**src/hw/rtl/efpa_pkg.sv**
```systemverilog
// Shared types and constants for the encoder frame parser and accumulator.
// No dependencies; every other file in this block imports it.
`timescale 1ns / 1ps
`default_nettype none

package efpa_pkg;

    localparam logic [7:0]  SYNC_BYTE  = 8'hFF;
    localparam int          MSG_LEN    = 5;
    localparam logic [2:0]  LAST_IDX   = 3'(MSG_LEN - 1);
    localparam logic [2:0]  IDLE_IDX   = 3'd7;
    localparam logic [15:0] COUNT_BIAS = 16'h8000;

    // Accumulator width; the position outputs carry its low 32 bits.
    localparam int ACC_BITS = 32;
    localparam int POS_W    = 32;
    localparam int DELTA_W  = 15;

    // Frame queue between parser and accumulator
    localparam int QUEUE_DEPTH = 2;
    localparam int QPTR_W      = (QUEUE_DEPTH > 1) ? $clog2(QUEUE_DEPTH) : 1;
    localparam int QCNT_W      = $clog2(QUEUE_DEPTH + 1);

    // One parsed frame: checksum verdict and the two raw big-endian words
    typedef struct packed {
        logic        ok;
        logic [15:0] word_a;
        logic [15:0] word_b;
    } t_frame;

endpackage

`default_nettype wire

```
**src/hw/rtl/efpa_front.sv**
```systemverilog
// Byte parser: sync detection, frame slot tracking and checksum check.
// Pushes one t_frame per completed frame. Depends on efpa_pkg.
`timescale 1ns / 1ps
`default_nettype none

module efpa_front (
    input  wire logic            i_clk,
    input  wire logic            i_rst_n,
    input  wire logic            i_in_valid,
    output logic                 o_in_stall,
    input  wire logic [7:0]      i_rx_byte,
    input  wire logic            i_q_full,
    output logic                 o_push,
    output efpa_pkg::t_frame     o_frame
);
    import efpa_pkg::*;

    logic       r_prev_sync;
    logic [2:0] r_idx;
    logic [7:0] r_bytes [0:3];

    logic       w_take;
    logic       w_is_sync;
    logic       w_restart;
    logic       w_in_frame;
    logic [7:0] w_sum;

    assign o_in_stall = i_q_full;
    assign w_take     = i_in_valid && !i_q_full;
    assign w_is_sync  = (i_rx_byte == SYNC_BYTE);
    assign w_restart  = w_is_sync && r_prev_sync;
    assign w_in_frame = (r_idx < 3'(MSG_LEN));

    // last byte of the frame is the checksum, compared straight off the input
    assign w_sum = r_bytes[0] + r_bytes[1] + r_bytes[2] + r_bytes[3];

    assign o_push         = w_take && !w_restart && (r_idx == LAST_IDX);
    assign o_frame.ok     = (w_sum == i_rx_byte);
    assign o_frame.word_a = {r_bytes[0], r_bytes[1]};
    assign o_frame.word_b = {r_bytes[2], r_bytes[3]};

    always_ff @(posedge i_clk) begin
        if (!i_rst_n) begin
            r_prev_sync <= 1'b0;
            r_idx       <= IDLE_IDX;
        end else if (w_take) begin
            if (w_restart) begin
                r_idx <= 3'd0;
            end else if (!w_in_frame) begin
                r_prev_sync <= w_is_sync;
            end else if (r_idx == LAST_IDX) begin
                // frame done: a trailing 0xFF does not count toward the next sync
                r_prev_sync <= 1'b0;
                r_idx       <= IDLE_IDX;
            end else begin
                r_prev_sync <= w_is_sync;
                r_idx       <= r_idx + 3'd1;
            end
        end
    end

    always_ff @(posedge i_clk) begin
        if (w_take && !w_restart && w_in_frame && (r_idx != LAST_IDX)) begin
            r_bytes[r_idx[1:0]] <= i_rx_byte;
        end
    end

`ifndef SYNTHESIS
    a_push_goes_idle: assert property (@(posedge i_clk) disable iff (!i_rst_n)
        o_push |=> (r_idx == IDLE_IDX) && !r_prev_sync)
        else $error("parser not idle after frame end");
    a_restart_slot0: assert property (@(posedge i_clk) disable iff (!i_rst_n)
        w_take && w_restart |=> (r_idx == 3'd0) && r_prev_sync)
        else $error("sync pair did not restart frame");
    a_no_push_full: assert property (@(posedge i_clk) disable iff (!i_rst_n)
        i_q_full |-> !o_push)
        else $error("frame pushed into full queue");
`endif

endmodule

`default_nettype wire

```
**src/hw/rtl/efpa_queue.sv**
```systemverilog
// Small frame queue that decouples the parser from the accumulator.
// Depth from QUEUE_DEPTH. Depends on efpa_pkg.
`timescale 1ns / 1ps
`default_nettype none

module efpa_queue (
    input  wire logic             i_clk,
    input  wire logic             i_rst_n,
    input  wire logic             i_push,
    input  wire efpa_pkg::t_frame i_frame,
    output logic                  o_full,
    input  wire logic             i_pop,
    output logic                  o_empty,
    output efpa_pkg::t_frame      o_frame
);
    import efpa_pkg::*;

    t_frame              r_mem [0:QUEUE_DEPTH-1];
    logic [QPTR_W-1:0]   r_wptr;
    logic [QPTR_W-1:0]   r_rptr;
    logic [QCNT_W-1:0]   r_count;

    assign o_full  = (r_count == QCNT_W'(QUEUE_DEPTH));
    assign o_empty = (r_count == '0);
    assign o_frame = r_mem[r_rptr];

    function automatic logic [QPTR_W-1:0] f_inc(input logic [QPTR_W-1:0] p);
        logic [QPTR_W-1:0] v;
        v = (p == QPTR_W'(QUEUE_DEPTH - 1)) ? '0 : p + QPTR_W'(1);
        return v;
    endfunction

    always_ff @(posedge i_clk) begin
        if (!i_rst_n) begin
            r_wptr  <= '0;
            r_rptr  <= '0;
            r_count <= '0;
        end else begin
            if (i_push) r_wptr <= f_inc(r_wptr);
            if (i_pop)  r_rptr <= f_inc(r_rptr);
            if (i_push && !i_pop)      r_count <= r_count + QCNT_W'(1);
            else if (i_pop && !i_push) r_count <= r_count - QCNT_W'(1);
        end
    end

    always_ff @(posedge i_clk) begin
        if (i_push) r_mem[r_wptr] <= i_frame;
    end

`ifndef SYNTHESIS
    a_no_overflow: assert property (@(posedge i_clk) disable iff (!i_rst_n)
        o_full |-> !i_push || i_pop)
        else $error("queue overflow");
    a_no_underflow: assert property (@(posedge i_clk) disable iff (!i_rst_n)
        o_empty |-> !i_pop)
        else $error("queue underflow");
    a_count_range: assert property (@(posedge i_clk) disable iff (!i_rst_n)
        r_count <= QCNT_W'(QUEUE_DEPTH))
        else $error("queue count out of range");
`endif

endmodule

`default_nettype wire

```
**src/hw/rtl/efpa_back.sv**
```systemverilog
// Accumulator: turns words into counts, wrapped deltas and tick totals,
// and holds the result register. Depends on efpa_pkg.
`timescale 1ns / 1ps
`default_nettype none

module efpa_back (
    input  wire logic                 i_clk,
    input  wire logic                 i_rst_n,
    input  wire logic                 i_q_empty,
    input  wire efpa_pkg::t_frame     i_frame,
    output logic                      o_pop,
    output logic                      o_out_valid,
    input  wire logic                 i_out_stall,
    output logic                      o_checksum_ok,
    output logic signed [14:0]        o_delta_a,
    output logic signed [14:0]        o_delta_b,
    output logic signed [31:0]        o_position_a,
    output logic signed [31:0]        o_position_b
);
    import efpa_pkg::*;

    localparam int EXT_W = (ACC_BITS > POS_W) ? ACC_BITS : POS_W;

    logic                       r_out_valid;
    logic                       r_awaiting;
    logic [15:0]                r_last_a;
    logic [15:0]                r_last_b;
    logic [ACC_BITS-1:0]        r_total_a;
    logic [ACC_BITS-1:0]        r_total_b;
    logic                       r_ok;
    logic signed [DELTA_W-1:0]  r_delta_a;
    logic signed [DELTA_W-1:0]  r_delta_b;
    logic [POS_W-1:0]           r_pos_a;
    logic [POS_W-1:0]           r_pos_b;

    logic [15:0]                w_cnt_a;
    logic [15:0]                w_cnt_b;
    logic [15:0]                w_diff_a;
    logic [15:0]                w_diff_b;
    logic                       w_use;
    logic signed [DELTA_W-1:0]  w_delta_a;
    logic signed [DELTA_W-1:0]  w_delta_b;
    logic [ACC_BITS-1:0]        w_total_a;
    logic [ACC_BITS-1:0]        w_total_b;
    logic [EXT_W-1:0]           w_ext_a;
    logic [EXT_W-1:0]           w_ext_b;

    assign o_pop = !i_q_empty && (!r_out_valid || !i_out_stall);

    assign w_cnt_a  = COUNT_BIAS - i_frame.word_a;
    assign w_cnt_b  = COUNT_BIAS - i_frame.word_b;
    assign w_diff_a = w_cnt_a - r_last_a;
    assign w_diff_b = w_cnt_b - r_last_b;

    // deltas are zero on a refused frame and on the first good one
    assign w_use     = i_frame.ok && !r_awaiting;
    assign w_delta_a = w_use ? $signed(w_diff_a[DELTA_W-1:0]) : '0;
    assign w_delta_b = w_use ? $signed(w_diff_b[DELTA_W-1:0]) : '0;

    assign w_total_a = r_total_a + ACC_BITS'(w_delta_a);
    assign w_total_b = r_total_b + ACC_BITS'(w_delta_b);
    assign w_ext_a   = EXT_W'(w_total_a);
    assign w_ext_b   = EXT_W'(w_total_b);

    always_ff @(posedge i_clk) begin
        if (!i_rst_n) begin
            r_out_valid <= 1'b0;
            r_awaiting  <= 1'b1;
            r_last_a    <= '0;
            r_last_b    <= '0;
            r_total_a   <= '0;
            r_total_b   <= '0;
        end else begin
            if (o_pop) begin
                r_out_valid <= 1'b1;
                r_total_a   <= w_total_a;
                r_total_b   <= w_total_b;
                if (i_frame.ok) begin
                    r_last_a   <= w_cnt_a;
                    r_last_b   <= w_cnt_b;
                    r_awaiting <= 1'b0;
                end
            end else if (!i_out_stall) begin
                r_out_valid <= 1'b0;
            end
        end
    end

    always_ff @(posedge i_clk) begin
        if (o_pop) begin
            r_ok      <= i_frame.ok;
            r_delta_a <= w_delta_a;
            r_delta_b <= w_delta_b;
            r_pos_a   <= w_ext_a[POS_W-1:0];
            r_pos_b   <= w_ext_b[POS_W-1:0];
        end
    end

    assign o_out_valid   = r_out_valid;
    assign o_checksum_ok = r_ok;
    assign o_delta_a     = r_delta_a;
    assign o_delta_b     = r_delta_b;
    assign o_position_a  = $signed(r_pos_a);
    assign o_position_b  = $signed(r_pos_b);

`ifndef SYNTHESIS
    a_refused_zero: assert property (@(posedge i_clk) disable iff (!i_rst_n)
        r_out_valid && !r_ok |-> (r_delta_a == '0) && (r_delta_b == '0))
        else $error("refused frame carries nonzero delta");
    a_refused_keeps_total: assert property (@(posedge i_clk) disable iff (!i_rst_n)
        o_pop && !i_frame.ok |=> $stable(r_total_a) && $stable(r_total_b))
        else $error("refused frame changed totals");
    a_first_cleared: assert property (@(posedge i_clk) disable iff (!i_rst_n)
        o_pop && i_frame.ok |=> !r_awaiting)
        else $error("first-frame flag not cleared");
`endif

endmodule

`default_nettype wire

```
**src/hw/rtl/encoder_frame_parser_accumulator_top.sv**
```systemverilog
// Top level of the encoder frame parser and tick accumulator.
// Instantiates efpa_front, efpa_queue and efpa_back; depends on efpa_pkg.
//
//   channel | ports                                  | handshake
//   --------+----------------------------------------+--------------------------
//   in      | i_rx_byte                              | i_in_valid / o_in_stall
//   out     | o_checksum_ok, o_delta_a/b, o_position_a/b | o_out_valid / i_out_stall
//
// One byte can be taken every cycle. A completed frame goes from the parser
// into the frame queue and then into the output register, which drives the
// outputs. Input stalls only when the two-entry frame queue is full, which
// needs the output side stalled. Reset (i_rst_n low, synchronous) idles the
// parser, empties the queue and clears the totals.
`timescale 1ns / 1ps
`default_nettype none

module encoder_frame_parser_accumulator_top (
    input  wire logic               i_clk,
    input  wire logic               i_rst_n,
    input  wire logic               i_in_valid,
    output logic                    o_in_stall,
    input  wire logic [7:0]         i_rx_byte,
    output logic                    o_out_valid,
    input  wire logic               i_out_stall,
    output logic                    o_checksum_ok,
    output logic signed [14:0]      o_delta_a,
    output logic signed [14:0]      o_delta_b,
    output logic signed [31:0]      o_position_a,
    output logic signed [31:0]      o_position_b
);
    import efpa_pkg::*;

    logic   w_push;
    logic   w_pop;
    logic   w_full;
    logic   w_empty;
    t_frame w_push_frame;
    t_frame w_head_frame;

    efpa_front u_front (
        .i_clk      (i_clk),
        .i_rst_n    (i_rst_n),
        .i_in_valid (i_in_valid),
        .o_in_stall (o_in_stall),
        .i_rx_byte  (i_rx_byte),
        .i_q_full   (w_full),
        .o_push     (w_push),
        .o_frame    (w_push_frame)
    );

    efpa_queue u_queue (
        .i_clk   (i_clk),
        .i_rst_n (i_rst_n),
        .i_push  (w_push),
        .i_frame (w_push_frame),
        .o_full  (w_full),
        .i_pop   (w_pop),
        .o_empty (w_empty),
        .o_frame (w_head_frame)
    );

    efpa_back u_back (
        .i_clk         (i_clk),
        .i_rst_n       (i_rst_n),
        .i_q_empty     (w_empty),
        .i_frame       (w_head_frame),
        .o_pop         (w_pop),
        .o_out_valid   (o_out_valid),
        .i_out_stall   (i_out_stall),
        .o_checksum_ok (o_checksum_ok),
        .o_delta_a     (o_delta_a),
        .o_delta_b     (o_delta_b),
        .o_position_a  (o_position_a),
        .o_position_b  (o_position_b)
    );

endmodule

`default_nettype wire

```
**config.mk**
```make
export PLATFORM = sky130hd
export DESIGN_NAME = encoder_frame_parser_accumulator_top
export DESIGN_NICKNAME = d
export VERILOG_FILES = /design/src/hw/rtl/efpa_pkg.sv /design/src/hw/rtl/efpa_front.sv /design/src/hw/rtl/efpa_queue.sv /design/src/hw/rtl/efpa_back.sv /design/src/hw/rtl/encoder_frame_parser_accumulator_top.sv
export SDC_FILE = /design/constraint.sdc
export NUM_CORES = 1
export LEC_CHECK = 0
export BUFFER_PORTS_ARGS = -buffer_cell sky130_fd_sc_hd__buf_2
export CORE_MARGIN = 3
export CORE_UTILIZATION = 55
export CTS_BUF_LIST = sky130_fd_sc_hd__clkbuf_8
export DETAILED_ROUTE_END_ITERATION = 10
export GPL_ROUTABILITY_DRIVEN = 0
export GPL_TIMING_DRIVEN = 0
export PLACE_DENSITY = 0.83
export SETUP_SLACK_MARGIN = 0.4
export SYNTH_ARGS = -nofsm -noshare
export SYNTH_HDL_FRONTEND = slang
export SYNTH_HIERARCHICAL = 1
export SYNTH_SLANG_ARGS = --single-unit
export TNS_END_PERCENT = 10
```
**constraint.sdc**
```tcl
create_clock -name i_clk -period 13.84 [get_ports i_clk]
set_input_delay 2.768 -clock i_clk [delete_from_list [all_inputs] [get_ports i_clk]]
set_output_delay 2.768 -clock i_clk [all_outputs]
set_load 0.1 [all_outputs]
```
==> flow_metrics.env, run 1 <==
export IMPL_status="completed"
export IMPL_dp_hpwl_um=27700
export IMPL_dp_cells=2018
export IMPL_cp_num_buf_inv=2
export IMPL_drive_gt1_share_pct=14.4
export IMPL_grt_total_usage_pct=23.9
export IMPL_cts_setup_buffers=0
export IMPL_vias=12291
export IMPL_hold_class="reg2reg"
export IMPL_fp_coreArea_sq_um=28100
export IMPL_path_cells="buf_2, buf_2, mux2_2, or4_1, or3_1, nor3_1, xnor2_1, ha_1, a21o_1, or3_1, o211ai_1, a31oi_1, nand3b_1, ha_1, and4_1, nand2_1, nor4_1, o21ai_0, a21oi_1, o21ai_0, nand3_1, nand2b_1"
export IMPL_p_clk_share_pct=19.3
export IMPL_relSlewSlack_pct=1.25
export IMPL_required_ns=14.18
export IMPL_ant_nets=0
export IMPL_tightest_slew_ns=1.48
export IMPL_sw_frac_of_total_pct=50.8
export IMPL_clock_latency_ns=0.59
export IMPL_grt_pass1_wl_um=59900
export IMPL_layoutNonFillerInstCount=2107
export IMPL_intPower_mw=1.97
export IMPL_antenna_found_initial=0
export IMPL_cts_sinks=294
export IMPL_fin_setup_tns_ns=0
export IMPL_ir_worst_vdd_mv=0.149
export IMPL_cts_resized=0
export IMPL_port_buffers=108
export IMPL_start_util_pct=56.5
export IMPL_cts_max_level=2
export IMPL_fin_skew_ns=0.0426
export IMPL_cp_slowest_cell="nand3b_1"
export IMPL_dr_pass1_iters=8
export IMPL_fp_dieArea_sq_um=30900
export IMPL_clk_pin_slew_ns=0.06
export IMPL_r2r_cells=22
export IMPL_setup_viol=0
export IMPL_period_needed_ns=7.67
export IMPL_path_class="reg2reg"
export IMPL_grt_pass1_vias=11914
export IMPL_slew_viol_final=0
export IMPL_cp_end_kind="register"
export IMPL_num_antenna_cells=0
export IMPL_rsz0062_at_grt="no"
export IMPL_critPathTopFamily="simple AND/OR/NAND/NOR gates"
export IMPL_synthCells=1531
export IMPL_cts_buffers=49
export IMPL_cp_depth=22
export IMPL_fill_cells=2203
export IMPL_fin_hold_ws_ns=0.454
export IMPL_final_util_pct=63.7
export IMPL_wl_per_cell_um=17.8
export IMPL_p_leak_nw=7.12
export IMPL_clock_path_buffers=3
export IMPL_grt_max_degree=73
export IMPL_cts_root_buf="clkbuf_8"
export IMPL_cp_start_kind="register"
export IMPL_postCtsHoldBufs=0
export IMPL_ios=109
export IMPL_finalWirelength_um=37600
export IMPL_die_h_um=176
export IMPL_rows=61
export IMPL_netlist_area_sq_um=15900
export IMPL_min_path_cells=2
export IMPL_layout_nets=1808
export IMPL_area_growth_pct=12.9
export IMPL_hold_viol=0
export IMPL_crit_arrival_ns=8.02
export IMPL_drtIter0Drc=1332
export IMPL_vias_per_cell=5.83
export IMPL_tritoncts="built"
export IMPL_powerDensity_nw_per_um2=224
export IMPL_drc_errors=0
export IMPL_pwr_share_comb_pct=50.0
export IMPL_critPathMaxFanout=20
export IMPL_cap_viol_max_count=0
export IMPL_switchingPower_mw=2.04
export IMPL_fin_crit_sh_pct=55.5
export IMPL_critical_path_max_stage_delay_ns=0.80
export IMPL_ys_warn_count=6
export IMPL_seq_power_share_pct=30.7
export IMPL_overflow=0
export IMPL_syn_num_nets=1648
export IMPL_max_freq_mhz=130
export IMPL_die_x_um=176
export IMPL_syn_avg_cell_area_sq_um=10.4
==> sequential cells by signal (all words and copies together), names as in the netlist, 32 cells and up, named ones only <==
name,flops
u_back/o_position_a,32
u_back/o_position_b,32
u_back/r_total_a,32
u_back/r_total_b,32
u_front/r_bytes,32
u_queue/r_mem,62
==> area by class of cell <==
class                   instances  area (sq um)  area share, %
repair buffers                109           568           3.17
flip-flops and latches        294          7780           43.4
plain buffers                  59           255           1.43
multi-input cells            1087          7500           41.9
clock buffers                  52           716           4.00
well taps                     378           473           2.64
clock inverters                37           268           1.50
inverters                      91           344           1.92
==> power groups by stage <==
stage	sequential (mW)	combinational [mW]	clock (mW)
after floorplan	2.30	0.608	0
after global routing	1.25	2.10	0.823
after detailed placement	1.25	1.99	0
after global placement	1.26	1.95	0
after CTS	1.24	2.00	0.785
final	1.23	2.01	0.773
==> path summary, 6_finish.rpt <==
kind | from | to | slack, ns
max | register | u_back/o_position_a[31] | 6.17
min | u_front/r_prev_sync | u_front/r_prev_sync | 0.45
max reg2reg | register | u_back/o_position_a[31] | 6.17
min reg2reg | u_front/r_prev_sync | u_front/r_prev_sync | 0.45
==> metrics by stage <==
stage	setup WS (ns)	area, sq um	total power, mW
after floorplan	6.82	15900	2.91
after global placement	5.46	16900	3.21
after detailed placement	6.37	16900	3.24
after CTS	6.40	17900	4.02
after global routing	5.76	17900	4.18
final	6.17	17900	4.01
==> tightest hold or removal path, stage by stage, from the launching register on <==
cell     delay [ns]
dfxtp_1        0.29
inv_1          0.06
a21oi_1        0.06
==> metal layers <==
metal / GRT usage [%] / up-vias / routed length [um]
li1: - / 5801 / -
met1: 29.7 / 5828 / 15100
met2: 41.8 / 560 / 18500
met3: 3.61 / 102 / 2600
met4: 9.34 / 0 / 1330
met5: 0 / - / 0
==> placed cells by master, fill, tap and decap left out, types with 5 or more instances in the layout <==
cell,count
a211oi_1,9
a21boi_0,5
a21o_1,30
a21oi_1,130
and2_1,17
and3_1,7
buf_2,114
clkbuf_1,44
clkbuf_8,52
clkinv_1,16
clkinv_2,7
dfxtp_1,105
edfxtp_1,189
fa_1,18
ha_1,87
inv_1,96
mux2_2,33
mux2i_1,12
nand2_1,188
nand2b_1,24
nand3_1,27
nand4_1,30
nor2_1,89
nor2b_1,12
nor3_1,44
nor3b_1,5
nor4_1,11
o211ai_1,6
o21a_1,15
o21ai_0,50
o21bai_1,10
o31ai_1,5
or2_2,5
or3_1,18
or4_1,7
xnor2_1,79
xor2_1,35
Note: power is estimated with default switching activity, not from simulation.
==> run 2: changes to the inputs <==
--- a/config.mk
+++ b/config.mk
@@ -5,6 +5,7 @@
 export SDC_FILE = /design/constraint.sdc
 export NUM_CORES = 1
 export LEC_CHECK = 0
+export ABC_AREA = 1
 export BUFFER_PORTS_ARGS = -buffer_cell sky130_fd_sc_hd__buf_2
 export CORE_MARGIN = 3
 export CORE_UTILIZATION = 55
@@ -12,7 +13,7 @@
 export DETAILED_ROUTE_END_ITERATION = 10
 export GPL_ROUTABILITY_DRIVEN = 0
 export GPL_TIMING_DRIVEN = 0
-export PLACE_DENSITY = 0.83
+export PLACE_DENSITY = 0.82
 export SETUP_SLACK_MARGIN = 0.4
 export SYNTH_ARGS = -nofsm -noshare
 export SYNTH_HDL_FRONTEND = slang
==> constraint.sdc (replaced) <==
create_clock -name i_clk -period 7.7 [get_ports i_clk]
set_input_delay 1.54 -clock i_clk [delete_from_list [all_inputs] [get_ports i_clk]]
set_output_delay 1.54 -clock i_clk [all_outputs]
set_load 0.1 [all_outputs]
==> run 2 against run 1 <==
Against the previous run:
- die area rose by 4.6%
- routed wire length increased by 3.1%
- via count is 10% higher
- global-route usage is 0.57 points lower
- critical path type unchanged
- largest cell class unchanged
==> flow_metrics.env, run 2 <==
export IMPL_rsz0062_at_grt="no"
export IMPL_ios=109
export IMPL_critPathTopFamily="simple AND/OR/NAND/NOR gates"
export IMPL_min_path_cells=2
export IMPL_hold_viol=0
export IMPL_relSlewSlack_pct=21.1
export IMPL_cts_sinks=294
export IMPL_grt_total_usage_pct=23.3
export IMPL_cp_slowest_cell="or3_1"
export IMPL_final_cell_mix="inv_1, nand2_1, nor2_1"
export IMPL_synthCells=1878
export IMPL_regMostFlops="u_queue/r_mem"
export IMPL_critPathMaxFanout=17
export IMPL_fin_skew_ns=0.0314
export IMPL_drtIter0Drc=1291
export IMPL_setup_viol=0
export IMPL_overflow=0
export IMPL_tritoncts="built"
export IMPL_use_met2_pct=40.0
export IMPL_vias_per_cell=5.50
export IMPL_num_antenna_cells=0
export IMPL_grt_pass1_wl_um=62700
export IMPL_grt_max_degree=61
export IMPL_netlist_area_sq_um=16600
export IMPL_crit_arrival_ns=7.05
export IMPL_layout_nets=2155
export IMPL_min_from="u_back/r_awaiting"
export IMPL_syn_avg_cell_area_sq_um=8.85
export IMPL_area_growth_pct=12.5
export IMPL_ys_warn_count=6
export IMPL_tightest_slew_ns=1.18
export IMPL_critical_path_max_stage_delay_ns=0.37
export IMPL_fp_dieArea_sq_um=32300
export IMPL_clk_pin_slew_ns=0.06
export IMPL_wl_per_cell_um=15.7
export IMPL_met3_usage_pct=3.36
export IMPL_fp_coreArea_sq_um=29700
export IMPL_dr_pass1_iters=5
export IMPL_postCtsHoldBufs=0
export IMPL_dp_hpwl_um=29000
export IMPL_port_buffers=108
export IMPL_path_class="reg2reg"
export IMPL_clock_latency_ns=0.57
export IMPL_cp_start_kind="register"
export IMPL_syn_num_nets=1995
export IMPL_hold_class="reg2reg"
export IMPL_largest_reg_flops=62
export IMPL_ant_nets=0
export IMPL_antenna_found_initial=0
export IMPL_fin_setup_tns_ns=0
export IMPL_cap_viol_max_count=0
export IMPL_cp_depth=36
export IMPL_final_common_cell="inv_1"
export IMPL_period_needed_ns=6.58
export IMPL_vias=13564
export IMPL_cp_end_kind="register"
export IMPL_cts_root_buf="clkbuf_8"
export IMPL_slew_viol_final=0
export IMPL_cts_max_level=2
export IMPL_max_freq_mhz=152
export IMPL_die_h_um=180
export IMPL_r2r_cells=36
export IMPL_start_util_pct=55.9
export IMPL_drc_errors=0
export IMPL_grt_pass1_vias=13084
export IMPL_clock_path_buffers=3
export IMPL_die_x_um=180
export IMPL_status="completed"
export IMPL_rows=63
export IMPL_cts_buffers=47
export IMPL_required_ns=8.16
export IMPL_cp_num_buf_inv=9
export IMPL_drive_gt1_share_pct=13.8
export IMPL_grt_util_met1_pct=29.6
export IMPL_finalWirelength_um=38700
export IMPL_fin_crit_sh_pct=85.5
export IMPL_busiest_layer="met2"
[run 2: through the flow]
stage          util, %  instances  hold slack, ns  worst slack [ns]  cell area (sq um)
2_1_floorplan        -       1878           0.435              1.77              16600
3_3_place_gp      59.4       2376           0.446             0.145              17600
4_1_cts           62.8       2465           0.464             0.920              18700
5_1_grt           62.9       2467           0.493             0.548              18700
3_5_place_dp      59.5       2377           0.454             0.946              17700
6_report          62.9       2467           0.464              1.12              18700
[run 2: cell type report]
type / count / area (sq um)
clock buffer: 53 / 729
sequential: 294 / 7780
inverter: 311 / 1170
tap: 390 / 488
timing repair buffer: 111 / 596
buffer: 39 / 238
clock inverter: 35 / 258
multi-input combinational: 1234 / 7450
fill: 2374 / 11000
[run 2: worst register-to-register path: cells and delay by family, from the launching register on]
family | cells | cell delay, ns
simple gates | 13 | 2.08
mux | 1 | 0.31
compound gates | 9 | 1.61
xor+xnor | 1 | 0.18
fa+ha+maj | 3 | 0.89
flops | 1 | 0.33
buf+inv | 9 | 1.11
[run 2: worst paths after layout]
kind	to	slack, ns
worst max-delay path	u_back/r_total_a[31]	1.12
worst min-delay path	u_back/r_awaiting	0.46
worst max register to register	u_back/r_total_a[31]	1.12
worst min register to register	u_back/r_awaiting	0.46
[run 2: repair_timing]
item,in CTS,in global routing
endpoints found under the setup margin,0,2
setup buffers,0,2
gates resized for setup,0,1
[run 2: routing by layer]
layer | routed length, um | vias up
met4 | 1410 | 0
li1 | - | 6592
met1 | 15900 | 6321
met5 | 0 | -
met3 | 2740 | 113
met2 | 18700 | 538
Power of run 2 is not shown: default switching activity piles up to over one toggle a cycle in this logic, so the estimate is an artifact.
==> run 3: changes to the inputs <==
--- a/config.mk
+++ b/config.mk
@@ -9,7 +9,7 @@
 export BUFFER_PORTS_ARGS = -buffer_cell sky130_fd_sc_hd__buf_2
 export CORE_MARGIN = 3
 export CORE_UTILIZATION = 55
-export CTS_BUF_LIST = sky130_fd_sc_hd__clkbuf_8
+export CTS_BUF_LIST = sky130_fd_sc_hd__clkbuf_2
 export DETAILED_ROUTE_END_ITERATION = 10
 export GPL_ROUTABILITY_DRIVEN = 0
 export GPL_TIMING_DRIVEN = 0
==> run 3 against run 2 <==
Against the previous run:
- worst hold slack gained 0.0075 ns
- routed wire length grew 0.32%
- clock-buffer cell count grew 54
- via count grew 0.52%
- non-clock buffer count is the same
- sequential cell count is the same
- worst setup slack lost 0.060 ns
- critical path depth is the same
- final area shrank 1.2%
- global-route usage grew 0.28 points
- clock skew grew 0.038 ns
- maximum frequency shrank 0.91%
- critical path type unchanged
==> flow_metrics.env, run 3 (synthesis gave the netlist of run 2 again) <==
export IMPL_antenna_found_initial=1
export IMPL_path_class="reg2reg"
export IMPL_drtIter0Drc=1334
export IMPL_required_ns=8.47
export IMPL_cts_max_level=3
export IMPL_cap_viol_max_count=0
export IMPL_fin_crit_sh_pct=86.3
export IMPL_wl_met3_um=2640
export IMPL_vias=13634
export IMPL_cts_sinks=294
export IMPL_min_path_cells=2
export IMPL_critical_path_max_stage_delay_ns=0.37
export IMPL_final_cell_mix="inv_1, nand2_1, nor2_1"
export IMPL_cp_end_kind="register"
export IMPL_fill_cells=2447
export IMPL_drive_gt1_share_pct=16.1
export IMPL_grt_pass1_wl_um=63200
export IMPL_hold_viol=0
export IMPL_cp_depth=36
export IMPL_fp_coreArea_sq_um=29700
export IMPL_relSlewSlack_pct=20.8
export IMPL_start_util_pct=55.9
export IMPL_overflow=0
export IMPL_crit_arrival_ns=7.41
export IMPL_largest_reg_flops=62
export IMPL_layout_nets=2183
export IMPL_slew_viol_final=0
export IMPL_grt_max_degree=61
export IMPL_cp_slowest_cell="or3_1"
export IMPL_tightest_slew_ns=1.19
export IMPL_critPathTopFamily="simple AND/OR/NAND/NOR gates"
export IMPL_met1_length_um=16000
export IMPL_fin_skew_ns=0.0698
export IMPL_clk_pin_slew_ns=0.11
export IMPL_critPathMaxFanout=15
export IMPL_rows=63
export IMPL_cts_root_buf="clkbuf_2"
export IMPL_grt_total_usage_pct=23.6
export IMPL_dr_max_layer_used="met4"
export IMPL_status="completed"
export IMPL_vias_per_cell=5.41
export IMPL_clock_path_buffers=3
export IMPL_dr_pass1_iters=5
export IMPL_area_growth_pct=11.2
export IMPL_cts_buffers=75
export IMPL_cp_num_buf_inv=9
export IMPL_cp_start_kind="register"
export IMPL_wl_per_cell_um=15.4
export IMPL_r2r_cells=36
export IMPL_setup_viol=0
export IMPL_port_buffers=108
export IMPL_period_needed_ns=6.65
export IMPL_finalWirelength_um=38800
export IMPL_fin_setup_tns_ns=0
export IMPL_wl_met2_um=18700
export IMPL_rsz0062_at_grt="no"
export IMPL_max_freq_mhz=150
export IMPL_die_x_um=180
export IMPL_regMostFlops="u_queue/r_mem"
export IMPL_grt_pass1_vias=13328
export IMPL_clock_latency_ns=0.88
export IMPL_ant_nets=0
export IMPL_final_common_cell="inv_1"
export IMPL_dp_hpwl_um=29000
export IMPL_fp_dieArea_sq_um=32300
export IMPL_drc_errors=0
export IMPL_die_h_um=180
export IMPL_tritoncts="built"
export IMPL_ios=109
export IMPL_hold_class="reg2reg"
run 3: cell types whose count changed in the layout (fill, tap and decap cells not counted), sizes merged:
| cell | before | now |
|---|---|---|
| clkinv | 15 | 28 |
| inv | 324 | 310 |
| diode | 0 | 1 |
| clkbuf | 82 | 136 |
| bufinv | 4 | 3 |
| clkinvlp | 3 | 2 |
run 3: area by class of cell:
cell class	instances	area [sq um]	area share (%)
well taps	390	488	2.64
clock inverters	32	211	1.14
plain buffers	39	238	1.29
multi-input cells	1234	7450	40.3
clock buffers	107	536	2.90
diodes	1	2.50	0.0135
flip-flops and latches	294	7780	42.1
inverters	311	1170	6.35
repair buffers	111	608	3.29
run 3: final timing paths:
check | startpoint | to | slack (ns)
setup / recovery | register | u_back/r_total_a[31] | 1.05
setup reg to reg | register | u_back/r_total_a[31] | 1.05
hold reg to reg | u_back/r_awaiting | u_back/r_awaiting | 0.47
hold / removal | u_back/r_awaiting | u_back/r_awaiting | 0.47
run 3: repair_timing:
| action | 4_1_cts | 5_1_grt |
|---|---|---|
| hold buffers | 0 | 0 |
| resized for setup | 0 | 1 |
| endpoints found under the setup margin | 0 | 2 |
| setup buffers | 0 | 2 |
run 3: stage by stage:
stage / worst slack, ns / hold WS, ns / util, % / area [sq um] / std cells
2_1_floorplan: 1.77 / 0.435 / - / 16600 / 1878
3_3_place_gp: 0.145 / 0.446 / 59.4 / 17600 / 2376
3_5_place_dp: 0.946 / 0.454 / 59.5 / 17700 / 2377
4_1_cts: 0.901 / 0.471 / 62.0 / 18400 / 2516
5_1_grt: 0.503 / 0.498 / 62.2 / 18500 / 2519
6_report: 1.05 / 0.472 / 62.2 / 18500 / 2519
run 3: tightest hold or removal path, cell delays in order (launching register included):
cell,delay (ns)
dfxtp_1,0.34
nand2_1,0.06
nand2_1,0.04
run 3: layer usage:
metal,vias to the layer above,track usage [%]
met2,565,40.3
li1,6680,-
met5,-,0
met4,0,10.8
met3,119,3.72
met1,6270,29.5
Power of run 3 is left out for the same reason.
